$ cat config.mk
export PLATFORM = sky130hd
export DESIGN_NAME = msseq_out_skid
export DESIGN_NICKNAME = d
export VERILOG_FILES = /design/src/rtl/core/msseq_pkg.sv /design/src/rtl/core/msseq_out_skid.sv
export SDC_FILE = /design/constraint.sdc
export NUM_CORES = 1
export LEC_CHECK = 0
export BUFFER_PORTS_ARGS = -buffer_cell sky130_fd_sc_hd__buf_2
export CAP_MARGIN = 30
export CORE_MARGIN = 4
export CORE_UTILIZATION = 36
export DETAILED_ROUTE_END_ITERATION = 6
export PLACE_DENSITY = 0.58
export SYNTH_ARGS = -nofsm -noshare
export SYNTH_HDL_FRONTEND = slang
export SYNTH_SLANG_ARGS = --single-unit
$ cat constraint.sdc
create_clock -name clk -period 5.29 [get_ports clk]
set_input_delay 1.058 -clock clk [delete_from_list [all_inputs] [get_ports clk]]
set_output_delay 1.058 -clock clk [all_outputs]
set_load 0.05 [all_outputs]
$ cat src/rtl/core/msseq_pkg.sv
package msseq_pkg;

  // Table geometry
  localparam int MAX_STEPS = 256;
  localparam int SLOT_W    = $clog2(MAX_STEPS);

  // Item opcodes
  localparam logic [1:0] OP_TICK  = 2'd0;
  localparam logic [1:0] OP_WRITE = 2'd1;
  localparam logic [1:0] OP_START = 2'd2;

  // Step kinds
  localparam logic [1:0] KIND_MOVE  = 2'd0;
  localparam logic [1:0] KIND_PIN   = 2'd1;
  localparam logic [1:0] KIND_DELAY = 2'd2;
  localparam logic [1:0] KIND_UNTIL = 2'd3;

  // Wait phases, reported on the phase output
  localparam logic [1:0] PH_IDLE  = 2'd0;
  localparam logic [1:0] PH_MOVE  = 2'd1;
  localparam logic [1:0] PH_DELAY = 2'd2;
  localparam logic [1:0] PH_UNTIL = 2'd3;

  // One table entry: kind over payload
  typedef struct packed {
    logic [1:0]  kind;
    logic [31:0] payload;
  } step_entry_t;

  // One result transaction
  typedef struct packed {
    logic              move_valid;
    logic signed [15:0] move_x;
    logic signed [15:0] move_y;
    logic              pin_valid;
    logic [2:0]        pin_port;
    logic [3:0]        pin_number;
    logic              pin_level;
    logic              running;
    logic              aborted;
    logic              finished;
    logic [7:0]        current_step;
    logic [1:0]        phase;
  } result_t;

endpackage

$ cat src/rtl/core/msseq_out_skid.sv
module msseq_out_skid (
  input  logic                clk,
  input  logic                rst,
  input  logic                push,
  input  msseq_pkg::result_t  push_data,
  output logic                full,
  output logic                out_valid,
  input  logic                out_stall,
  output msseq_pkg::result_t  out_data
);
  import msseq_pkg::*;

  logic    main_v;
  result_t main_d;
  logic    skid_v;
  result_t skid_d;
  logic    drain;

  assign drain     = main_v & ~out_stall;
  assign full      = skid_v;
  assign out_valid = main_v;
  assign out_data  = main_d;

  // output register with one skid entry behind it
  always_ff @(posedge clk) begin
    if (rst) begin
      main_v <= 1'b0;
      skid_v <= 1'b0;
    end else if (skid_v) begin
      if (drain) begin
        main_d <= skid_d;
        skid_v <= 1'b0;
      end
    end else if (push) begin
      if (!main_v || drain) begin
        main_v <= 1'b1;
        main_d <= push_data;
      end else begin
        skid_v <= 1'b1;
        skid_d <= push_data;
      end
    end else if (drain) begin
      main_v <= 1'b0;
    end
  end

endmodule

==> flow_summary.toml <==
[yosys]
syn-cell-area_sq_um = 4120
yosys.cell_types.count = 16
synthMostInstantiatedCell = "edfxtp_1"
ys_dominant_reg_cell = "edfxtp_1"
synthTopCellsByCount = "edfxtp_1 (110), mux2_2 (48), mux2_4 (7)"
synth_edf_count = 110
ys_seq_elements = 112
synthCells = 184
synthDominantCellAreaShare = 0.802
synth_area_leaders = "edfxtp_1 (80%), mux2_2 (13%), mux2_4 (2.6%), dfxtp_1 (0.97%), buf_12 (0.49%)"
syn_nets = 243
synth_top_cell_by_area = "edfxtp_1"
yosys_warnings = 0
syn_avg_cell_area_sq_um = 22.4
yosysSeqAreaShare = 0.812
async_flop_share = 0

[finish]
final_util = 0.468
drive_above_1_share = 0.617
synthToLayoutAreaGrowth_pct = 25.3
antenna_cells = 0
final_nets = 367
stdcell_count = 453

[worst_setup_path]
max_stage_delay_ns = 0.48
critPathCaptureType = "output port"
cp_max_fo = 7
cp.depth = 1
path_buf_inv = 1
ff2ff_path_depth = 4
crit_path_top_delay_cell = "dfxtp_1"
critPathLaunch = "out_valid$_SDFFE_PP0P_"
crit_arrival_ns = 1.14
worstSetupPathType = "register to output port"
startpoint_type = "register"
worst_ep_required_time_ns = 4.23
worstPathCellList = "buf_2"
r2r_start = "full$_SDFF_PP0_"
path_delay_family = "flip-flops"

[worst_hold_path]
holdPathStages = 1
min_from = "skid_d[10]$_DFFE_PP_"
hold_path_class = "register to register"

[clock_tree]
cts_max_level = 3
cts_tree = "built"
cts_sinks = 112
clk_latency_ns = 0.34
postCtsHoldBufs = 0
cts_root_buf = "clkbuf_16"
cts_setup_buffers = 0
cts_buffers = 9
clk_path_buf_depth = 2
cts_resized = 0
cts.clk_slew.worst_paths_ns = 0.07

[sta]
max-slew-margin-rel = 0.451
hold_viol_final = 0
skew_ns = 0.00498
timing.final.crit_share = 0.415
worstMarginPinSlew_ns = 0.824
finalMaxSlewViolations = 0
period_needed_ns = 2.20
fmaxAchievable_mhz = 455
rsz0062_at_grt = "false"
setup-tns-final_ns = 0
finalSetupViolCount = 0

[power]
pwr-share-comb = 0.107
power_leakage_nw = 1.89
clockPowerShare = 0.352
p_int_mw = 1.45
ir_drop_uv = 158
p_seq_frac = 0.541
swShare = 0.234
power_density_nw_per_um2 = 366
p_sw_mw = 0.441

[placed_design]
gp_congestion = 0.673
placedCellCount = 437
portBuffers = 115
dpl.hpwl_mm = 4.89

[routing]
via_per_inst = 4.51
drt_pre_antenna_iters = 4
drc = 0
drt_iter0_markers = 80
dr_total_vias = 2041
routed_wl_mm = 7.22
ant_nets = 0
routedWlPerCell_um = 15.9

[global_route]
grt_max_degree = 60
grt_use_total = 0.112
first_global_vias = 2165
overflow = 0
grt_pass1_wl_mm = 11.2
antenna_found_initial = 0

[floorplanning]
placement_rows = 38
die_area_sq_um = 13200
start_util = 0.373
io_pins = 116
core_sq_um = 11000
fp.dieH_um = 115
dieWidth_um = 115

[outcome]
status = "completed"

[flow_run]
drv_cap = 0
-- flip-flops by register name, indices dropped and copies added (netlist names) --
register,cells
out_data,55
full,1
out_valid,1
skid_d,55
-- cell usage in the layout, fill, tap and decap left out, drive strengths merged --
cell type  netlist  layout
a21oi            2       2
nor2b            1       1
bufinv           0       1
edfxtp         110     110
nand2b           1       1
a221oi           1       1
nand2            2       2
mux2            55      55
nor3             2       2
dfxtp            2       2
o21ai            1       1
clkinvlp         0       1
clkinv           0       4
clkbuf           0       9
buf              7     120
inv              0       1
-- layout make-up --
cell class,count,area (sq um)
fill,978,5870
sequential,112,3340
multi-input combinational,65,731
timing repair buffer,120,613
clock buffer,9,225
tap,140,175
clock inverter,7,71.3
-- through the flow --
| step | setup slack (ns) | cell area, sq um | hold WS (ns) | power [mW] |
|---|---|---|---|---|
| floorplan | 1.17 | 4120 | 0.523 | 1.19 |
| global placement | 2.98 | 4860 | 0.528 | 1.24 |
| detailed placement | 2.94 | 4860 | 0.532 | 1.25 |
| CTS | 3.08 | 5160 | 0.550 | 1.91 |
| global route | 2.98 | 5160 | 0.558 | 1.96 |
| finish | 3.09 | 5160 | 0.547 | 1.89 |
-- logic make-up (layout without fill, tap and decap cells) --
group	Yosys count	in the layout	synth area share
flip-flops	112	112	0.812
AO/OA/AOI/OAI	4	4	0.00729
multiplexers	55	55	0.157
AND/OR/NAND/NOR	6	6	0.00790
buffers and inverters	7	136	0.0161
-- final timing paths --
check | to | slack, ns
worst max register to register | out_data[6]$_DFFE_PP_ | 3.10
worst max-delay path | out_valid | 3.09
worst min register to register | out_data[10]$_DFFE_PP_ | 0.55
worst min-delay path | out_data[10]$_DFFE_PP_ | 0.55
-- worst reg2reg max path, stage by stage, from the launching register on --
cell and delay [ns]:
dfxtp_2 0.32, buf_4 0.61, nand2_2 0.22, a221oi_4 0.29
buf_4 0.39
-- power by group through the flow --
stage          clock (mW)  sequential (mW)  combinational, mW
6_report            0.665             1.02              0.201
5_1_grt             0.726             1.02              0.215
4_1_cts             0.688             1.02              0.205
3_5_place_dp            0             1.04              0.205
3_3_place_gp            0             1.04              0.202
2_1_floorplan           0             1.12             0.0614
-- metal layers --
metal,vias to the layer above,routed length [um],GRT usage
li1,985,-,-
met1,967,3230,0.147
met2,78,3120,0.162
met3,11,731,0.0421
met4,0,140,0.0587
met5,-,0,0
Note: power is estimated with default switching activity, not from simulation.
